File: src/sv/aesru_pkg.sv
// Shared types, constants, S-box tables and GF(2^8) helpers for the AES round unit.
package aesru_pkg;

    typedef enum logic [2:0] {
        FUNC_ENC      = 3'd0,
        FUNC_ENC_LAST = 3'd1,
        FUNC_DEC      = 3'd2,
        FUNC_DEC_LAST = 3'd3,
        FUNC_INV_MIX  = 3'd4,
        FUNC_KEYGEN   = 3'd5
    } func_t;

    localparam logic [7:0] AES_POLY = 8'h1b;

    typedef logic [7:0] byte_t;
    typedef byte_t [15:0] state_t;

    localparam logic [7:0] SBOX_FWD [256] = '{
        8'h63,8'h7c,8'h77,8'h7b,8'hf2,8'h6b,8'h6f,8'hc5,8'h30,8'h01,8'h67,8'h2b,8'hfe,8'hd7,8'hab,8'h76,
        8'hca,8'h82,8'hc9,8'h7d,8'hfa,8'h59,8'h47,8'hf0,8'had,8'hd4,8'ha2,8'haf,8'h9c,8'ha4,8'h72,8'hc0,
        8'hb7,8'hfd,8'h93,8'h26,8'h36,8'h3f,8'hf7,8'hcc,8'h34,8'ha5,8'he5,8'hf1,8'h71,8'hd8,8'h31,8'h15,
        8'h04,8'hc7,8'h23,8'hc3,8'h18,8'h96,8'h05,8'h9a,8'h07,8'h12,8'h80,8'he2,8'heb,8'h27,8'hb2,8'h75,
        8'h09,8'h83,8'h2c,8'h1a,8'h1b,8'h6e,8'h5a,8'ha0,8'h52,8'h3b,8'hd6,8'hb3,8'h29,8'he3,8'h2f,8'h84,
        8'h53,8'hd1,8'h00,8'hed,8'h20,8'hfc,8'hb1,8'h5b,8'h6a,8'hcb,8'hbe,8'h39,8'h4a,8'h4c,8'h58,8'hcf,
        8'hd0,8'hef,8'haa,8'hfb,8'h43,8'h4d,8'h33,8'h85,8'h45,8'hf9,8'h02,8'h7f,8'h50,8'h3c,8'h9f,8'ha8,
        8'h51,8'ha3,8'h40,8'h8f,8'h92,8'h9d,8'h38,8'hf5,8'hbc,8'hb6,8'hda,8'h21,8'h10,8'hff,8'hf3,8'hd2,
        8'hcd,8'h0c,8'h13,8'hec,8'h5f,8'h97,8'h44,8'h17,8'hc4,8'ha7,8'h7e,8'h3d,8'h64,8'h5d,8'h19,8'h73,
        8'h60,8'h81,8'h4f,8'hdc,8'h22,8'h2a,8'h90,8'h88,8'h46,8'hee,8'hb8,8'h14,8'hde,8'h5e,8'h0b,8'hdb,
        8'he0,8'h32,8'h3a,8'h0a,8'h49,8'h06,8'h24,8'h5c,8'hc2,8'hd3,8'hac,8'h62,8'h91,8'h95,8'he4,8'h79,
        8'he7,8'hc8,8'h37,8'h6d,8'h8d,8'hd5,8'h4e,8'ha9,8'h6c,8'h56,8'hf4,8'hea,8'h65,8'h7a,8'hae,8'h08,
        8'hba,8'h78,8'h25,8'h2e,8'h1c,8'ha6,8'hb4,8'hc6,8'he8,8'hdd,8'h74,8'h1f,8'h4b,8'hbd,8'h8b,8'h8a,
        8'h70,8'h3e,8'hb5,8'h66,8'h48,8'h03,8'hf6,8'h0e,8'h61,8'h35,8'h57,8'hb9,8'h86,8'hc1,8'h1d,8'h9e,
        8'he1,8'hf8,8'h98,8'h11,8'h69,8'hd9,8'h8e,8'h94,8'h9b,8'h1e,8'h87,8'he9,8'hce,8'h55,8'h28,8'hdf,
        8'h8c,8'ha1,8'h89,8'h0d,8'hbf,8'he6,8'h42,8'h68,8'h41,8'h99,8'h2d,8'h0f,8'hb0,8'h54,8'hbb,8'h16
    };

    localparam logic [7:0] SBOX_INV [256] = '{
        8'h52,8'h09,8'h6a,8'hd5,8'h30,8'h36,8'ha5,8'h38,8'hbf,8'h40,8'ha3,8'h9e,8'h81,8'hf3,8'hd7,8'hfb,
        8'h7c,8'he3,8'h39,8'h82,8'h9b,8'h2f,8'hff,8'h87,8'h34,8'h8e,8'h43,8'h44,8'hc4,8'hde,8'he9,8'hcb,
        8'h54,8'h7b,8'h94,8'h32,8'ha6,8'hc2,8'h23,8'h3d,8'hee,8'h4c,8'h95,8'h0b,8'h42,8'hfa,8'hc3,8'h4e,
        8'h08,8'h2e,8'ha1,8'h66,8'h28,8'hd9,8'h24,8'hb2,8'h76,8'h5b,8'ha2,8'h49,8'h6d,8'h8b,8'hd1,8'h25,
        8'h72,8'hf8,8'hf6,8'h64,8'h86,8'h68,8'h98,8'h16,8'hd4,8'ha4,8'h5c,8'hcc,8'h5d,8'h65,8'hb6,8'h92,
        8'h6c,8'h70,8'h48,8'h50,8'hfd,8'hed,8'hb9,8'hda,8'h5e,8'h15,8'h46,8'h57,8'ha7,8'h8d,8'h9d,8'h84,
        8'h90,8'hd8,8'hab,8'h00,8'h8c,8'hbc,8'hd3,8'h0a,8'hf7,8'he4,8'h58,8'h05,8'hb8,8'hb3,8'h45,8'h06,
        8'hd0,8'h2c,8'h1e,8'h8f,8'hca,8'h3f,8'h0f,8'h02,8'hc1,8'haf,8'hbd,8'h03,8'h01,8'h13,8'h8a,8'h6b,
        8'h3a,8'h91,8'h11,8'h41,8'h4f,8'h67,8'hdc,8'hea,8'h97,8'hf2,8'hcf,8'hce,8'hf0,8'hb4,8'he6,8'h73,
        8'h96,8'hac,8'h74,8'h22,8'he7,8'had,8'h35,8'h85,8'he2,8'hf9,8'h37,8'he8,8'h1c,8'h75,8'hdf,8'h6e,
        8'h47,8'hf1,8'h1a,8'h71,8'h1d,8'h29,8'hc5,8'h89,8'h6f,8'hb7,8'h62,8'h0e,8'haa,8'h18,8'hbe,8'h1b,
        8'hfc,8'h56,8'h3e,8'h4b,8'hc6,8'hd2,8'h79,8'h20,8'h9a,8'hdb,8'hc0,8'hfe,8'h78,8'hcd,8'h5a,8'hf4,
        8'h1f,8'hdd,8'ha8,8'h33,8'h88,8'h07,8'hc7,8'h31,8'hb1,8'h12,8'h10,8'h59,8'h27,8'h80,8'hec,8'h5f,
        8'h60,8'h51,8'h7f,8'ha9,8'h19,8'hb5,8'h4a,8'h0d,8'h2d,8'he5,8'h7a,8'h9f,8'h93,8'hc9,8'h9c,8'hef,
        8'ha0,8'he0,8'h3b,8'h4d,8'hae,8'h2a,8'hf5,8'hb0,8'hc8,8'heb,8'hbb,8'h3c,8'h83,8'h53,8'h99,8'h61,
        8'h17,8'h2b,8'h04,8'h7e,8'hba,8'h77,8'hd6,8'h26,8'he1,8'h69,8'h14,8'h63,8'h55,8'h21,8'h0c,8'h7d
    };

    localparam logic [3:0] PERM_FWD [16] = '{
        4'd0,4'd5,4'd10,4'd15,4'd4,4'd9,4'd14,4'd3,4'd8,4'd13,4'd2,4'd7,4'd12,4'd1,4'd6,4'd11
    };
    localparam logic [3:0] PERM_INV [16] = '{
        4'd0,4'd13,4'd10,4'd7,4'd4,4'd1,4'd14,4'd11,4'd8,4'd5,4'd2,4'd15,4'd12,4'd9,4'd6,4'd3
    };

    function automatic logic [7:0] xtime(input logic [7:0] a);
        return a[7] ? ({a[6:0], 1'b0} ^ AES_POLY) : {a[6:0], 1'b0};
    endfunction

endpackage

File: src/sv/aesru_mix_lane.sv
// One column lane: forward or inverse MixColumns on four bytes.
module aesru_mix_lane (
    input  logic [31:0] col_in,
    input  logic        inverse,
    output logic [31:0] col_out
);
    import aesru_pkg::*;

    byte_t b [4];
    byte_t x2 [4];
    byte_t x4 [4];
    byte_t x8 [4];
    byte_t m9 [4];
    byte_t mb [4];
    byte_t md [4];
    byte_t me [4];
    byte_t m3 [4];

    always_comb begin
        for (int k = 0; k < 4; k++) begin
            b[k]  = col_in[8*k +: 8];
            x2[k] = xtime(b[k]);
            x4[k] = xtime(x2[k]);
            x8[k] = xtime(x4[k]);
            m9[k] = x8[k] ^ b[k];
            mb[k] = x8[k] ^ x2[k] ^ b[k];
            md[k] = x8[k] ^ x4[k] ^ b[k];
            me[k] = x8[k] ^ x4[k] ^ x2[k];
            m3[k] = x2[k] ^ b[k];
        end
        for (int r = 0; r < 4; r++) begin
            if (inverse) begin
                col_out[8*r +: 8] = me[r] ^ mb[(r+1)%4] ^ md[(r+2)%4] ^ m9[(r+3)%4];
            end else begin
                col_out[8*r +: 8] = x2[r] ^ m3[(r+1)%4] ^ b[(r+2)%4] ^ b[(r+3)%4];
            end
        end
    end
endmodule

File: config.mk
export PLATFORM = sky130hd
export DESIGN_NAME = aesru_mix_lane
export DESIGN_NICKNAME = d
export VERILOG_FILES = /design/src/sv/aesru_pkg.sv /design/src/sv/aesru_mix_lane.sv
export SDC_FILE = /design/constraint.sdc
export NUM_CORES = 1
export LEC_CHECK = 0
export BUFFER_PORTS_ARGS = -buffer_cell sky130_fd_sc_hd__buf_2
export CAP_MARGIN = 5
export CORE_MARGIN = 3
export CORE_UTILIZATION = 40
export DETAILED_ROUTE_END_ITERATION = 7
export PLACE_DENSITY = 0.73
export SKIP_LAST_GASP = 1
export SLEW_MARGIN = 20
export SYNTH_ARGS = -nofsm -noshare
export SYNTH_HDL_FRONTEND = slang
export SYNTH_SLANG_ARGS = --single-unit
File: constraint.sdc
create_clock -name vclk -period 5.7
set_input_delay 0.855 -clock vclk [all_inputs]
set_output_delay 0.855 -clock vclk [all_outputs]
set_load 0.01 [all_outputs]
==> results.py, run 1 <==
metrics = {
    "placed_design": {
        "hpwl_um": 5345,
        "postPlaceCellArea_sq_um": 2923,
        "place_ws_ns": 1.779,
        "io_buffers": 65,
        "globalplace.congestion": 0.8143,
    },
    "job": {
        "maxCapViolCount": 0,
    },
    "sta": {
        "period_needed_ns": 3.921,
        "fin_crit_sh_pct": 68.78,
        "setup_violations": 0,
        "slew_headroom_pct": 52.58,
        "hold_viol": 0,
        "fin_tns_setup_ns": 0,
        "worst_pin_slew_ns": 0.7112,
        "fin_hold_ws_ns": 2.189,
        "rsz0062_at_grt": "no",
        "fmax_ghz": 0.2551,
        "fin_ws_ns": 1.779,
        "slew_viol_final": 0,
    },
    "logic_synthesis": {
        "yosysTopAreaCell": "xnor2_1",
        "ys_top_cells_by_count": "xnor2_1, xor2_1, buf_2, nand2_1",
        "synth.top_cell.area_share_pct": 51.58,
        "ys_top_cells_by_area": "xnor2_1, xor2_1, xnor3_1",
        "synth.yosys.warnings": 0,
        "synth_cell_types": 22,
        "synth.avg_cell_area_sq_um": 9.040,
        "synth_nets": 326,
        "synth_most_common_cell": "xnor2_1",
        "syn_inst": 293,
        "netlist_area_sq_um": 2649,
        "yosysSeqAreaShare_pct": 0,
    },
    "routing": {
        "wl_per_cell_um": 15.43,
        "drc": 0,
        "first_pass_iters": 4,
        "antenna_left": 0,
        "drt_iter0_drc": 53,
        "vias": 1898,
        "routed_wl_um": 6310,
        "vias_per_cell": 4.641,
    },
    "final_layout": {
        "nNetsFinal": 367,
        "fillers": 651,
        "seq_cell_count": 0,
        "drive_above_1_share_pct": 23.19,
        "clock_buffers": 0,
        "antennaDiodeCount": 0,
        "syn2layout_area_growth_pct": 10.34,
        "fin_area_sq_um": 2923,
        "seqCellArea_sq_um": 0,
    },
    "die": {
        "coreArea_sq_um": 6386,
        "die_area_sq_um": 7634,
        "die_h_um": 87.38,
        "start_util_pct": 41.48,
        "die_w_um": 87.38,
        "rows": 29,
        "ios": 65,
    },
    "global_routing": {
        "grt_pass1_vias": 1937,
        "grt_remaining_overflow": 0,
        "grt_max_degree": 37,
        "antenna_found_initial": 0,
        "grt_pass1_wl_um": 10290,
        "grt_usage_pct": 16.95,
    },
    "pwr": {
        "total_leakage_power_nw": 1.174,
        "peakVddDrop_mv": 0.1797,
        "p_per_area_nw_per_um2": 299.2,
    },
    "critical_path": {
        "crit_required_ns": 4.85,
        "path_max_fanout": 9,
        "start_kind": "input pin",
        "cp.arrival_ns": 3.07,
        "critPathKind": "in -> out",
        "worst_setup_path_end_kind": "output port",
    },
    "run_status": {
        "status": "complete, no violations",
    },
    "hold_path": {
        "hp-class": "in -> out",
    },
    "clock_tree": {
        "postCtsSetupBuffers": 0,
        "hold_buffers": 0,
        "cts-resized-gates": 0,
    },
}
-- where the power goes --
group          switching (mW)  total [mW]  internal, mW
combinational           0.434       0.874         0.441
sequential                  0           0             0
clock                       0           0             0
total                   0.434       0.874         0.441
-- layer usage --
layer | vias to the layer above | part of all wire (%) | GRT usage, %
met5 | - | 0 | 0
met4 | 0 | 0.40 | 0.5579
met1 | 881 | 46 | 23.37
met3 | 2 | 4.3 | 0.9461
met2 | 46 | 49 | 30.48
li1 | 969 | - | -
-- critical path: stages --
cell,delay (ns)
buf_2,0.25
xor3_2,0.58
xnor2_4,0.23
xor2_2,0.25
xnor3_1,0.46
a21oi_2,0.17
xnor2_1,0.12
buf_2,0.14
-- worst paths after layout --
path  depth (start not counted)           to        from  slack, ns
max                           8  col_out[13]  col_in[15]       1.78
min                           4  col_out[13]  col_in[20]       2.19
-- cells by family after synthesis --
logic type             share of synthesized area, %
AND/OR/NAND/NOR                               2.740
AO/OA/AOI/OAI                                 1.842
buffers and inverters                         5.573
XOR/XNOR                                      86.44
multiplexers                                  3.401
-- through the flow --
step           cells  total power [mW]  util, %
5_1_grt          409            0.9533    45.77
3_3_place_gp     409            0.8698    45.77
3_5_place_dp     409            0.8768    45.77
2_1_floorplan    293            0.6666        -
6_report         409            0.8744    45.77
4_1_cts          409            0.8843    45.77
-- cells in the final DEF (no fill, tap or decap) --
| cell | instances |
|---|---|
| xor3_2 | 2 |
| xnor2_1 | 156 |
| a21oi_1 | 5 |
| mux2i_1 | 9 |
| nand2b_1 | 1 |
| nor2b_1 | 1 |
| xnor2_2 | 5 |
| buf_2 | 65 |
| xnor3_1 | 8 |
| nand2_1 | 10 |
| xnor2_4 | 1 |
| xor2_2 | 3 |
| a21oi_2 | 1 |
| nor2_1 | 6 |
| xor2_1 | 53 |
| xor3_1 | 3 |
| o21ai_0 | 3 |
-- final cells by class --
cell class         instances  area, sq um  share of cell area [%]
multi-input cells        267         2501                   85.57
repair buffers            65        325.3                   11.13
well taps                 77        96.34                   3.296
Power figures use the tool's default switching activity.
==> run 2: changes to the inputs <==
--- a/config.mk
+++ b/config.mk
@@ -5,12 +5,13 @@
 export SDC_FILE = /design/constraint.sdc
 export NUM_CORES = 1
 export LEC_CHECK = 0
+export ABC_AREA = 1
 export BUFFER_PORTS_ARGS = -buffer_cell sky130_fd_sc_hd__buf_2
 export CAP_MARGIN = 5
 export CORE_MARGIN = 3
 export CORE_UTILIZATION = 40
 export DETAILED_ROUTE_END_ITERATION = 7
-export PLACE_DENSITY = 0.73
+export PLACE_DENSITY = 0.69
 export SKIP_LAST_GASP = 1
 export SLEW_MARGIN = 20
 export SYNTH_ARGS = -nofsm -noshare
==> constraint.sdc (replaced) <==
create_clock -name vclk -period 3.8
set_input_delay 0.57 -clock vclk [all_inputs]
set_output_delay 0.57 -clock vclk [all_outputs]
set_load 0.01 [all_outputs]
==> run 2 against run 1 <==
Highest routed layer is now met5. Largest cell class unchanged. Flip-flop and latch count unchanged. Worst hold slack worse by 0.46 ns. Setup slack got worse by 1.2 ns. Critical path depth is 3 higher.
==> results.py, run 2 <==
metrics = {
    "logic_synthesis": {
        "synth_nets": 951,
        "ys_top_cells_by_count": "nand2_1, xor2_1, nand3_1, inv_1, xnor2_1",
        "synth.avg_cell_area_sq_um": 5.636,
        "yosysTopAreaCell": "nand2_1",
        "syn_inst": 918,
        "ys_top_cells_by_area": "nand2_1, xor2_1, xnor2_1",
        "netlist_area_sq_um": 5174,
        "yosysSeqAreaShare_pct": 0,
        "synth_cell_types": 32,
        "synth.top_cell.area_share_pct": 27.79,
        "synth_most_common_cell": "nand2_1",
        "synth.yosys.warnings": 0,
    },
    "pwr": {
        "p_clk_share_pct": 0,
        "total_leakage_power_nw": 3.156,
        "p_per_area_nw_per_um2": 243.7,
        "comb_power_share_pct": 100.0,
        "p_sw_share_pct": 63.24,
        "netSwitchingPower_mw": 0.8459,
        "power_mw": 1.338,
        "internal-power_mw": 0.4918,
        "peakVddDrop_mv": 0.1025,
        "seqPwrFrac_pct": 0,
    },
    "sta": {
        "slew_headroom_pct": 42.47,
        "fin_tns_setup_ns": 0,
        "setup_violations": 0,
        "worst_pin_slew_ns": 0.8576,
        "slew_viol_final": 0,
        "fin_hold_ws_ns": 1.730,
        "fmax_ghz": 0.3143,
        "hold_viol": 0,
        "period_needed_ns": 3.181,
        "rsz0062_at_grt": "no",
        "fin_crit_sh_pct": 83.72,
    },
    "die": {
        "ios": 65,
        "die_area_sq_um": 14340,
        "die_w_um": 119.7,
        "rows": 40,
        "start_util_pct": 42.02,
        "die_h_um": 119.7,
        "coreArea_sq_um": 12310,
    },
    "global_routing": {
        "grt_pass1_vias": 5110,
        "grt_max_degree": 37,
        "antenna_found_initial": 1,
        "grt_remaining_overflow": 0,
        "grt_usage_pct": 24.72,
        "grt_pass1_wl_um": 28350,
    },
    "critical_path": {
        "start_kind": "input pin",
        "cp.arrival_ns": 2.61,
        "worst_setup_path_end_kind": "output port",
        "critPathKind": "in -> out",
        "crit_required_ns": 3.23,
        "path_max_fanout": 11,
        "cp-startpoint": "col_in[23]",
    },
    "final_layout": {
        "fillers": 1403,
        "syn2layout_area_growth_pct": 6.094,
        "antennaDiodeCount": 0,
        "final_common_cell": "nand2_1",
        "final_util_pct": 44.58,
        "drive_above_1_share_pct": 15.04,
        "final_cell_mix": "nand2_1, xor2_1, nand3_1",
        "clock_buffers": 0,
        "nNetsFinal": 986,
        "fin_area_sq_um": 5489,
        "seq_cell_count": 0,
        "seqCellArea_sq_um": 0,
        "multi_input_area_sq_um": 4574,
    },
    "clock_tree": {
        "cts-resized-gates": 0,
        "postCtsSetupBuffers": 0,
        "hold_buffers": 0,
    },
    "hold_path": {
        "hold_start": "col_in[3]",
        "hp-class": "in -> out",
    },
    "routing": {
        "met1_length_um": 7874,
        "drt_iter0_drc": 525,
        "antenna_left": 0,
        "wl_per_cell_um": 16.10,
        "top_layer": "met5",
        "routed_wl_um": 18020,
        "wl_met2_um": 7794,
        "wl_met3_um": 1768,
        "first_pass_iters": 5,
        "drc": 0,
        "vias": 5557,
        "vias_per_cell": 4.966,
    },
    "job": {
        "maxCapViolCount": 0,
    },
    "placed_design": {
        "hpwl_um": 14740,
        "globalplace.congestion": 0.9839,
        "postPlaceCellArea_sq_um": 5489,
        "io_buffers": 65,
    },
    "run_status": {
        "status": "complete, no violations",
    },
}
-- run 2: cell type report --
class	instances	share of cell area (%)
multi-input cells	789	83.34
repair buffers	67	6.200
well taps	168	3.830
inverters	95	6.633
-- run 2: through the flow --
stage	std cells	setup slack, ns
5_1_grt	1119	0.4449
3_5_place_dp	1119	0.6694
4_1_cts	1119	0.6640
2_1_floorplan	918	1.451
6_report	1119	0.6188
3_3_place_gp	1119	0.6718
-- run 2: power by group through the flow --
stage,sequential [mW],clock (mW),combinational (mW)
2_1_floorplan,0,0,1.00
3_3_place_gp,0,0,1.31
3_5_place_dp,0,0,1.32
4_1_cts,0,0,1.33
5_1_grt,0,0,1.50
6_report,0,0,1.34
-- run 2: critical path, cell delays in order --
cell and delay [ns]:
buf_2 0.37, clkinv_1 0.39, nand2_1 0.16, nand2_2 0.12
xor2_1 0.29, xor2_1 0.17, nand2_1 0.10, nand3_1 0.09
nand3_1 0.12, nand2_1 0.09, buf_2 0.12
-- run 2: worst paths after layout --
check | end | slack [ns] | depth (start not counted)
max | col_out[10] | 0.62 | 11
min | col_out[19] | 1.73 | 5
-- run 2: routing by layer --
metal / global-route usage [%] / up-vias
li1: - / 2831
met1: 33.66 / 2427
met2: 39.23 / 249
met3: 4.948 / 48
met4: 7.659 / 2
met5: 0 / -
-- run 2: cells by family after synthesis --
logic type / after synthesis / share of synthesized area [%]
xor gates and xnor gates: 218 / 39.95
AOI/OAI and AO/OA: 30 / 3.095
and+or+nand+nor: 541 / 45.37
buffers and inverters: 129 / 11.58
