==> config.mk <==
export PLATFORM = sky130hd
export DESIGN_NAME = aesru_sub_lane
export DESIGN_NICKNAME = d
export VERILOG_FILES = /design/src/sv/aesru_pkg.sv /design/src/sv/aesru_sub_lane.sv
export SDC_FILE = /design/constraint.sdc
export NUM_CORES = 1
export LEC_CHECK = 0
export BUFFER_PORTS_ARGS = -buffer_cell sky130_fd_sc_hd__buf_2
export CAP_MARGIN = 20
export CORE_MARGIN = 1
export CORE_UTILIZATION = 25
export DETAILED_ROUTE_END_ITERATION = 7
export SLEW_MARGIN = 0
export SYNTH_ARGS = -nofsm -noshare
export SYNTH_HDL_FRONTEND = slang
export SYNTH_SLANG_ARGS = --single-unit
==> constraint.sdc <==
create_clock -name vclk -period 6.3
set_input_delay 1.26 -clock vclk [all_inputs]
set_output_delay 1.26 -clock vclk [all_outputs]
set_load 0.05 [all_outputs]
==> src/sv/aesru_pkg.sv <==
// Shared types, constants, S-box tables and GF(2^8) helpers for the AES round unit.
package aesru_pkg;

    typedef enum logic [2:0] {
        FUNC_ENC      = 3'd0,
        FUNC_ENC_LAST = 3'd1,
        FUNC_DEC      = 3'd2,
        FUNC_DEC_LAST = 3'd3,
        FUNC_INV_MIX  = 3'd4,
        FUNC_KEYGEN   = 3'd5
    } func_t;

    localparam logic [7:0] AES_POLY = 8'h1b;

    typedef logic [7:0] byte_t;
    typedef byte_t [15:0] state_t;

    localparam logic [7:0] SBOX_FWD [256] = '{
        8'h63,8'h7c,8'h77,8'h7b,8'hf2,8'h6b,8'h6f,8'hc5,8'h30,8'h01,8'h67,8'h2b,8'hfe,8'hd7,8'hab,8'h76,
        8'hca,8'h82,8'hc9,8'h7d,8'hfa,8'h59,8'h47,8'hf0,8'had,8'hd4,8'ha2,8'haf,8'h9c,8'ha4,8'h72,8'hc0,
        8'hb7,8'hfd,8'h93,8'h26,8'h36,8'h3f,8'hf7,8'hcc,8'h34,8'ha5,8'he5,8'hf1,8'h71,8'hd8,8'h31,8'h15,
        8'h04,8'hc7,8'h23,8'hc3,8'h18,8'h96,8'h05,8'h9a,8'h07,8'h12,8'h80,8'he2,8'heb,8'h27,8'hb2,8'h75,
        8'h09,8'h83,8'h2c,8'h1a,8'h1b,8'h6e,8'h5a,8'ha0,8'h52,8'h3b,8'hd6,8'hb3,8'h29,8'he3,8'h2f,8'h84,
        8'h53,8'hd1,8'h00,8'hed,8'h20,8'hfc,8'hb1,8'h5b,8'h6a,8'hcb,8'hbe,8'h39,8'h4a,8'h4c,8'h58,8'hcf,
        8'hd0,8'hef,8'haa,8'hfb,8'h43,8'h4d,8'h33,8'h85,8'h45,8'hf9,8'h02,8'h7f,8'h50,8'h3c,8'h9f,8'ha8,
        8'h51,8'ha3,8'h40,8'h8f,8'h92,8'h9d,8'h38,8'hf5,8'hbc,8'hb6,8'hda,8'h21,8'h10,8'hff,8'hf3,8'hd2,
        8'hcd,8'h0c,8'h13,8'hec,8'h5f,8'h97,8'h44,8'h17,8'hc4,8'ha7,8'h7e,8'h3d,8'h64,8'h5d,8'h19,8'h73,
        8'h60,8'h81,8'h4f,8'hdc,8'h22,8'h2a,8'h90,8'h88,8'h46,8'hee,8'hb8,8'h14,8'hde,8'h5e,8'h0b,8'hdb,
        8'he0,8'h32,8'h3a,8'h0a,8'h49,8'h06,8'h24,8'h5c,8'hc2,8'hd3,8'hac,8'h62,8'h91,8'h95,8'he4,8'h79,
        8'he7,8'hc8,8'h37,8'h6d,8'h8d,8'hd5,8'h4e,8'ha9,8'h6c,8'h56,8'hf4,8'hea,8'h65,8'h7a,8'hae,8'h08,
        8'hba,8'h78,8'h25,8'h2e,8'h1c,8'ha6,8'hb4,8'hc6,8'he8,8'hdd,8'h74,8'h1f,8'h4b,8'hbd,8'h8b,8'h8a,
        8'h70,8'h3e,8'hb5,8'h66,8'h48,8'h03,8'hf6,8'h0e,8'h61,8'h35,8'h57,8'hb9,8'h86,8'hc1,8'h1d,8'h9e,
        8'he1,8'hf8,8'h98,8'h11,8'h69,8'hd9,8'h8e,8'h94,8'h9b,8'h1e,8'h87,8'he9,8'hce,8'h55,8'h28,8'hdf,
        8'h8c,8'ha1,8'h89,8'h0d,8'hbf,8'he6,8'h42,8'h68,8'h41,8'h99,8'h2d,8'h0f,8'hb0,8'h54,8'hbb,8'h16
    };

    localparam logic [7:0] SBOX_INV [256] = '{
        8'h52,8'h09,8'h6a,8'hd5,8'h30,8'h36,8'ha5,8'h38,8'hbf,8'h40,8'ha3,8'h9e,8'h81,8'hf3,8'hd7,8'hfb,
        8'h7c,8'he3,8'h39,8'h82,8'h9b,8'h2f,8'hff,8'h87,8'h34,8'h8e,8'h43,8'h44,8'hc4,8'hde,8'he9,8'hcb,
        8'h54,8'h7b,8'h94,8'h32,8'ha6,8'hc2,8'h23,8'h3d,8'hee,8'h4c,8'h95,8'h0b,8'h42,8'hfa,8'hc3,8'h4e,
        8'h08,8'h2e,8'ha1,8'h66,8'h28,8'hd9,8'h24,8'hb2,8'h76,8'h5b,8'ha2,8'h49,8'h6d,8'h8b,8'hd1,8'h25,
        8'h72,8'hf8,8'hf6,8'h64,8'h86,8'h68,8'h98,8'h16,8'hd4,8'ha4,8'h5c,8'hcc,8'h5d,8'h65,8'hb6,8'h92,
        8'h6c,8'h70,8'h48,8'h50,8'hfd,8'hed,8'hb9,8'hda,8'h5e,8'h15,8'h46,8'h57,8'ha7,8'h8d,8'h9d,8'h84,
        8'h90,8'hd8,8'hab,8'h00,8'h8c,8'hbc,8'hd3,8'h0a,8'hf7,8'he4,8'h58,8'h05,8'hb8,8'hb3,8'h45,8'h06,
        8'hd0,8'h2c,8'h1e,8'h8f,8'hca,8'h3f,8'h0f,8'h02,8'hc1,8'haf,8'hbd,8'h03,8'h01,8'h13,8'h8a,8'h6b,
        8'h3a,8'h91,8'h11,8'h41,8'h4f,8'h67,8'hdc,8'hea,8'h97,8'hf2,8'hcf,8'hce,8'hf0,8'hb4,8'he6,8'h73,
        8'h96,8'hac,8'h74,8'h22,8'he7,8'had,8'h35,8'h85,8'he2,8'hf9,8'h37,8'he8,8'h1c,8'h75,8'hdf,8'h6e,
        8'h47,8'hf1,8'h1a,8'h71,8'h1d,8'h29,8'hc5,8'h89,8'h6f,8'hb7,8'h62,8'h0e,8'haa,8'h18,8'hbe,8'h1b,
        8'hfc,8'h56,8'h3e,8'h4b,8'hc6,8'hd2,8'h79,8'h20,8'h9a,8'hdb,8'hc0,8'hfe,8'h78,8'hcd,8'h5a,8'hf4,
        8'h1f,8'hdd,8'ha8,8'h33,8'h88,8'h07,8'hc7,8'h31,8'hb1,8'h12,8'h10,8'h59,8'h27,8'h80,8'hec,8'h5f,
        8'h60,8'h51,8'h7f,8'ha9,8'h19,8'hb5,8'h4a,8'h0d,8'h2d,8'he5,8'h7a,8'h9f,8'h93,8'hc9,8'h9c,8'hef,
        8'ha0,8'he0,8'h3b,8'h4d,8'hae,8'h2a,8'hf5,8'hb0,8'hc8,8'heb,8'hbb,8'h3c,8'h83,8'h53,8'h99,8'h61,
        8'h17,8'h2b,8'h04,8'h7e,8'hba,8'h77,8'hd6,8'h26,8'he1,8'h69,8'h14,8'h63,8'h55,8'h21,8'h0c,8'h7d
    };

    localparam logic [3:0] PERM_FWD [16] = '{
        4'd0,4'd5,4'd10,4'd15,4'd4,4'd9,4'd14,4'd3,4'd8,4'd13,4'd2,4'd7,4'd12,4'd1,4'd6,4'd11
    };
    localparam logic [3:0] PERM_INV [16] = '{
        4'd0,4'd13,4'd10,4'd7,4'd4,4'd1,4'd14,4'd11,4'd8,4'd5,4'd2,4'd15,4'd12,4'd9,4'd6,4'd3
    };

    function automatic logic [7:0] xtime(input logic [7:0] a);
        return a[7] ? ({a[6:0], 1'b0} ^ AES_POLY) : {a[6:0], 1'b0};
    endfunction

endpackage

==> src/sv/aesru_sub_lane.sv <==
// One byte lane: row shift select and forward or inverse S-box lookup.
module aesru_sub_lane (
    input  aesru_pkg::state_t state_in,
    input  logic [3:0]        fwd_src,
    input  logic [3:0]        inv_src,
    input  logic              inverse,
    output logic [7:0]        sub_out
);
    import aesru_pkg::*;

    assign sub_out = inverse ? SBOX_INV[state_in[inv_src]] : SBOX_FWD[state_in[fwd_src]];
endmodule

==> results of run 1 <==
==> cell families after synthesis <==
logic type	after synthesis	synth area share, %
compound gates	559	43.3
fa+ha+maj	37	5.21
buf+inv	181	8.97
mux	90	17.8
simple gates	469	24.7
==> cell usage in the layout, fill, tap and decap left out, drive strengths merged, types with 14 or more instances in the layout <==
master / Yosys / final
nor2: 89 / 89
a311oi: 25 / 25
mux2i: 28 / 28
mux4: 52 / 52
nand3: 73 / 73
a21oi: 117 / 117
a211oi: 30 / 30
o31ai: 18 / 18
nor3: 53 / 53
nand2: 161 / 161
o22ai: 17 / 17
inv: 20 / 20
a22oi: 15 / 15
o21ai: 107 / 107
o211ai: 30 / 30
o311ai: 14 / 14
ha: 37 / 37
nand4: 18 / 18
o221ai: 17 / 17
buf: 67 / 421
a31oi: 38 / 38
==> synthesized netlist by cell type, types with 37 or more instances <==
master	n	share of area, %
a21oi_1	117	6.6
nor2_1	89	3.8
nor3_1	53	3.0
buf_2	41	2.3
ha_1	37	5.2
nand3_1	73	4.1
a31oi_1	38	2.7
nand2_1	161	6.8
clkbuf_1	91	3.8
mux4_2	49	12
o21ai_0	103	5.8
==> worst max-delay path, delay by kind of cell <==
kind,cells,cell delay (ns)
AO/OA/AOI/OAI,7,1.85
buffers and inverters,4,0.63
adder cells (fa/ha/maj),1,0.21
AND/OR/NAND/NOR,2,0.41
multiplexers,1,0.49
==> through the flow <==
stage	std cells	worst slack, ns
5_1_grt	2057	-0.00884
2_1_floorplan	1336	-0.155
3_5_place_dp	2057	-0.232
3_3_place_gp	2056	-0.320
4_1_cts	2057	0.0247
6_report	2057	0.155
==> area by class of cell <==
cell class / count / area [sq um] / area share, %
inverters: 22 / 82.6 / 0.682
repair buffers: 425 / 3210 / 26.5
multi-input cells: 1155 / 8250 / 68.1
well taps: 455 / 569 / 4.70
==> final timing paths <==
check / startpoint / endpoint / slack [ns] / cells past startpoint
worst min-delay path: inverse / sub_out[5] / 3.26 / 3
worst max-delay path: fwd_src[0] / sub_out[5] / 0.15 / 15
==> layer usage <==
layer,global-route usage [%],up-vias,wire length [um]
met2,51.7,1338,26600
met1,48.5,6767,26300
li1,-,5863,-
met3,7.45,235,8520
met5,0,-,0
met4,15.1,0,3550
==> power breakdown <==
| part | switching, mW | internal, mW | total [mW] |
|---|---|---|---|
| combinational | 1.60 | 0.926 | 2.53 |
| clock | 0 | 0 | 0 |
| sequential | 0 | 0 | 0 |
==> repair_timing <==
item | 4_1_cts | 5_1_grt
pin swaps | 0 | 1
hold endpoints to repair | 0 | 0
setup endpoints to repair | 4 | 8
buffers inserted | 0 | 0
gates resized for setup | 6 | 27
==> results_dict.tcl, run 1 <==
set metrics [dict create \
    run_status "complete, no violations" \
    powerDensity_mw_per_mm2 209 \
    fmax_ghz 0.163 \
    final.min_clock_period_ns 6.15 \
    drc 0 \
    wl_per_cell_um 31.6 \
    grt_pass1_wl_mm 94.3 \
    synth_area_per_cell_sq_um 6.65 \
    critPathMaxStageDelay_ns 0.49 \
    vias_per_cell 6.90 \
    grt_max_degree 47 \
    final_core_util_pct 34.8 \
    dp_hpwl_mm 50.8 \
    nNetsFinal 1778 \
    drive_above_1_share_pct 33.0 \
    final.setup.tns_ns 0 \
    die_w_um 191 \
    die_h_um 191 \
    nFillCells 3738 \
    ys_seq_area_share_pct 0 \
    gr-total-overflow 0 \
    diodes 0 \
    cts_hold_buf 0 \
    required_ns 5.04 \
    ant_nets 0 \
    row_count 68 \
    grt_pass1_vias 13500 \
    area_growth_pct 36.3 \
    yosysUniqueCellTypes 84 \
    dpl_cell_area_sq_mm 0.0120 \
    worstMarginPinSlew_ns 0.884 \
    yosys_warnings 0 \
    mappedNetlistNets 1510 \
    antenna_found_initial 1 \
    synthCells 1336 \
    path_cells "clkbuf_4, buf_12, mux4_2, nand2_1, and4_2, ha_1, inv_1, a221o_2, a21boi_0, o2111ai_1, o2111ai_1, a2111o_1, o211a_1, a41oi_2, buf_12" \
    gp_congestion 1.06 \
    critical_path.max_fanout 11 \
    track_usage_pct 35.0 \
    wl_mm 65.0 \
    via_count 14200 \
    core_area_sq_mm 0.0348 \
    place.port_buffers 145 \
    n_sequential_cell 0 \
    arrival_ns 4.89 \
    end_kind "output pin" \
    setup_viol 0 \
    seqCellArea_sq_um 0 \
    finalCritPeriodShare_pct 97.5 \
    clkbuf_count 0 \
    start_util_pct 25.5 \
    drtPass1Iterations 7 \
    ios 145 \
    slew_violations 0 \
    cp-start-kind "primary input" \
    drt_iter0_drc 2225 \
    crit_type "primary input to output pin" \
    p_leak_nw 4.84 \
    postLayoutCellArea_sq_mm 0.0121 \
    max-cap-violations 0 \
    maxSlewHeadroom_pct 41.1 \
    fin_worst_hold_slack_ns 3.26 \
    cp_slowest_cell "mux4_2" \
    dieArea_sq_mm 0.0363 \
    syn_area_sq_mm 0.00888 \
    hp-class "primary input to output pin" \
    totalPowerFinal_mw 2.53 \
    hold_violations 0 \
    peakVddDrop_mv 0.130 \
]
Power figures use the tool's default switching activity.
==> run 2: changes to the inputs <==
Settings changed: PLACE_DENSITY_LB_ADDON set to 0.05.
==> results_dict.tcl, run 2 (synthesized netlist as in run 1, its figures left out) <==
set metrics [dict create \
    run_status "complete, no violations" \
    fmax_ghz 0.162 \
    hold_violations 0 \
    finalCritPeriodShare_pct 97.8 \
    cts_hold_buf 0 \
    internal_power_uw 892 \
    holdCritStartpoint "inverse" \
    die_h_um 191 \
    vias_per_cell 6.79 \
    wl_mm 65.3 \
    end_kind "output pin" \
    drc 0 \
    instances_no_fill 2047 \
    maxSlewHeadroom_pct 38.6 \
    rsz0062_at_grt "false" \
    gp_congestion 1.03 \
    clkbuf_count 0 \
    totalPowerFinal_mw 2.48 \
    whs_path_depth 3 \
    drive_above_1_share_pct 32.9 \
    p_sw_mw 1.59 \
    netSwitchingFraction_pct 64.1 \
    track_usage_pct 35.0 \
    nFillCells 3782 \
    setup_viol 0 \
    slew_violations 0 \
    die_w_um 191 \
    grt_pass1_wl_mm 94.1 \
    start_util_pct 25.5 \
    power_frac_comb_pct 100.0 \
    ios 145 \
    area_growth_pct 35.2 \
    layout_commonest_cell "buf_4" \
    critical_path.max_fanout 12 \
    peakVddDrop_mv 0.0924 \
    postLayoutSetupSlackWorst_ns 0.136 \
    crit_type "primary input to output pin" \
    max-cap-violations 0 \
    core_area_sq_mm 0.0348 \
    clockPowerShare_pct 0 \
    via_count 13900 \
    hp-class "primary input to output pin" \
    diodes 0 \
    gr-total-overflow 0 \
    drt_iter0_drc 1956 \
    dieArea_sq_mm 0.0363 \
    seqPwrFrac_pct 0 \
    arrival_ns 4.90 \
    place.port_buffers 145 \
    nNetsFinal 1768 \
    wl_per_cell_um 31.9 \
    dp.cells 2047 \
    powerDensity_mw_per_mm2 207 \
    cp-start-kind "primary input" \
    dp_hpwl_mm 50.4 \
    grt_max_degree 60 \
    antenna_found_initial 1 \
    row_count 68 \
    drtPass1Iterations 6 \
    ant_nets 0 \
    cp-startpoint "inv_src[0]" \
    post-place-ws_ns -0.455 \
    required_ns 5.04 \
    final.min_clock_period_ns 6.16 \
    n_sequential_cell 0 \
    worstMarginPinSlew_ns 0.920 \
    holdPathEnd "sub_out[5]" \
    grt_pass1_vias 13400 \
    layout_common_cells "244 x buf_4, 161 x nand2_1, 142 x buf_2, 114 x a21oi_1, 100 x o21ai_0" \
    p_leak_nw 4.79 \
    seqCellArea_sq_um 0 \
]
[run 2: cell type report]
type | count | area (sq um) | area share (%)
inverters | 22 | 82.6 | 0.687
well taps | 455 | 569 | 4.74
repair buffers | 415 | 3080 | 25.6
multi-input cells | 1155 | 8290 | 69.0
[run 2: timing repair]
item	4_1_cts	5_1_grt
gates resized for setup	12	26
cloned	0	0
pin swaps	0	4
endpoints found under the setup margin	7	8
buffers inserted	0	0
[run 2: worst max-delay path by stage]
stage / slack [ns] / to / cells after the start
6_report: 0.14 / sub_out[2] / 16
5_1_grt: 0.004 / sub_out[7] / 17
4_1_cts: 0.01 / sub_out[6] / 16
3_5_place_dp: -0.45 / sub_out[7] / 17
3_3_place_gp: -0.41 / sub_out[7] / 17
2_1_floorplan: -0.15 / sub_out[4] / 15
[run 2: power groups by stage]
stage                     combinational [mW]  clock, mW  sequential (mW)
after global placement                  2.41          0                0
final                                   2.48          0                0
after CTS                               2.36          0                0
after detailed placement                2.35          0                0
after floorplan                         1.23          0                0
after global routing                    2.56          0                0
[run 2: worst max-delay path, stage by stage]
cell and delay, ns:
buf_2 0.10, buf_12 0.15, buf_4 0.19, mux4_2 0.53, nand2_1 0.07, nand3_1 0.12, buf_4 0.18, ha_1 0.27
inv_1 0.35, nand3_1 0.29, a31oi_1 0.26, a32oi_1 0.09, a221o_1 0.43, o311a_1 0.14, a211o_1 0.24, buf_2 0.22
[run 2: metal layers]
metal	routed length (um)	GRT usage (%)
met4	2260	10.2
met3	8380	8.63
met5	13	0
met1	27500	49.5
met2	27100	51.9
[run 2: metrics by stage]
step | hold WS, ns | TNS, ns | utilization (%) | instance area [sq um]
finish | 3.38 | 0 | 34.5 | 12000
global placement | 3.34 | -1.27 | 34.1 | 11900
global route | 3.37 | 0 | 34.5 | 12000
CTS | 3.35 | 0 | 34.3 | 11900
floorplan | 3.05 | -0.155 | - | 8930
detailed placement | 3.34 | -1.31 | 34.1 | 11900
==> run 3: changes to the inputs <==
Settings changed: ABC_AREA set to 1.
==> results_dict.tcl, run 3 <==
set metrics [dict create \
    vias_per_cell 5.71 \
    cp-startpoint "inv_src[1]" \
    mappedNetlistNets 2107 \
    rsz0062_at_grt "false" \
    ys_top_cells_by_area "nand3_1 37%, nand2_1 27%, inv_1 5.9%" \
    yosys_warnings 0 \
    die_w_um 193 \
    gp_congestion 0.999 \
    critPathBufInv 6 \
    worstMarginPinSlew_ns 0.783 \
    cp_slowest_cell "inv_2" \
    ios 145 \
    synthCells 1933 \
    critPathMaxStageDelay_ns 0.37 \
    hp-class "primary input to output pin" \
    grt_pass1_vias 13600 \
    area_growth_pct 12.4 \
    seqCellArea_sq_um 0 \
    powerDensity_mw_per_mm2 176 \
    layout_commonest_cell "nand3_1" \
    nNetsFinal 2180 \
    drt_iter0_drc 1897 \
    drc 0 \
    yosysUniqueCellTypes 26 \
    grt_pass1_wl_mm 84.8 \
    netlist_top_cells_count "670 x nand3_1, 662 x nand2_1, 144 x inv_1, 89 x nor2_1, 77 x buf_2" \
    end_kind "output pin" \
    antenna_found_initial 0 \
    track_usage_pct 29.8 \
    finalCritPeriodShare_pct 95.3 \
    multi_input_area_sq_mm 0.00770 \
    cp-start-kind "primary input" \
    via_count 14100 \
    cp.depth 21 \
    yosys.area.top_type "nand3_1" \
    dieArea_sq_mm 0.0371 \
    critical_path.max_fanout 23 \
    p_leak_nw 5.60 \
    critPathCapture "sub_out[4]" \
    maxSlewHeadroom_pct 47.7 \
    run_status "complete, no violations" \
    peakVddDrop_mv 0.113 \
    synth_most_common_cell "nand3_1" \
    critical-path-top-delay-family "simple AND/OR/NAND/NOR gates" \
    wl_mm 55.6 \
    start_util_pct 25.5 \
    setup_viol 0 \
    required_ns 5.04 \
    drtPass1Iterations 6 \
    fin_worst_hold_slack_ns 2.98 \
    slew_violations 0 \
    nFillCells 4320 \
    arrival_ns 4.74 \
    max-cap-violations 0 \
    path_cells "buf_2, inv_2, nand3_1, nand3_1, nand3_1, nand2_1, buf_4, ha_2, inv_1, nand2_2, nand3_1, nand2_1, inv_1, nand2_1, nand3_1, nand3_1, nand3_1, nand2_1, nand2_1, nand2_1, buf_2" \
    layout_common_cells "670 x nand3_1, 661 x nand2_1, 145 x buf_2, 143 x inv_1, 87 x nor2_1" \
    die_h_um 193 \
    hold_violations 0 \
    final_core_util_pct 28.7 \
    diodes 0 \
    syn_area_sq_mm 0.00909 \
    synth_area_per_cell_sq_um 4.70 \
    final.setup.tns_ns 0 \
    grt_max_degree 98 \
    place.port_buffers 145 \
    crit_type "primary input to output pin" \
    cts_setup_buffers 0 \
    ant_nets 0 \
    core_area_sq_mm 0.0357 \
    ys_seq_area_share_pct 0 \
    clkbuf_count 0 \
    wl_per_cell_um 22.5 \
    row_count 69 \
    yosysTopAreaCellShare_pct 36.9 \
    fmax_ghz 0.167 \
    gr-total-overflow 0 \
    crit_top_cell "nand3_1" \
    final.min_clock_period_ns 6.00 \
    drive_above_1_share_pct 12.2 \
    n_sequential_cell 0 \
    dp_hpwl_mm 40.7 \
]
## run 3: kinds of logic after synthesis
logic type | synth area share (%)
compound gates | 8.48
buf+inv | 15.4
simple gates | 71.0
fa+ha+maj | 5.09
## run 3: stage by stage
step,instances,power [mW],cell area (sq um),worst slack [ns]
after global routing,2465,1.95,10200,0.0632
final,2465,1.80,10200,0.297
after detailed placement,2465,1.74,10200,0.257
after global placement,2465,1.77,10200,0.180
after floorplan,1933,1.15,9090,1.02
after CTS,2465,1.75,10200,0.248
## run 3: report_power, final
group	total, mW	switching [mW]	internal [mW]
combinational	1.80	1.29	0.514
clock	0	0	0
sequential	0	0	0
total	1.80	1.29	0.514
## run 3: layout make-up
cell class                      count  share of cell area (%)
Multi-Input combinational cell   1636                    75.4
Inverter                          157                    5.85
Tap cell                          461                    5.65
Timing Repair Buffer              211                    13.1
## run 3: worst min-delay path by stage
stage | to | cells past startpoint | startpoint
floorplan | sub_out[3] | 3 | inverse
global placement | sub_out[5] | 4 | inverse
detailed placement | sub_out[5] | 4 | inverse
CTS | sub_out[5] | 4 | inverse
global route | sub_out[5] | 4 | inverse
finish | sub_out[5] | 4 | inverse
## run 3: tightest hold or removal path, delay by kind of cell
family	cells	cell delay [ns]
and+or+nand+nor	2	0.11
buffers and inverters	2	0.35
## run 3: repair_timing
item | 4_1_cts | 5_1_grt
resized for setup | 0 | 8
hold endpoints to repair | 0 | 0
endpoints found under the setup margin | 0 | 5
hold buffers | 0 | 0
## run 3: per-layer routing
layer / up-vias / wire length, um / GRT usage [%]
met2: 814 / 25400 / 49.1
li1: 6564 / - / -
met1: 6514 / 23100 / 38.6
met5: - / 0 / 0
met3: 175 / 4100 / 2.47
met4: 0 / 3030 / 14.7
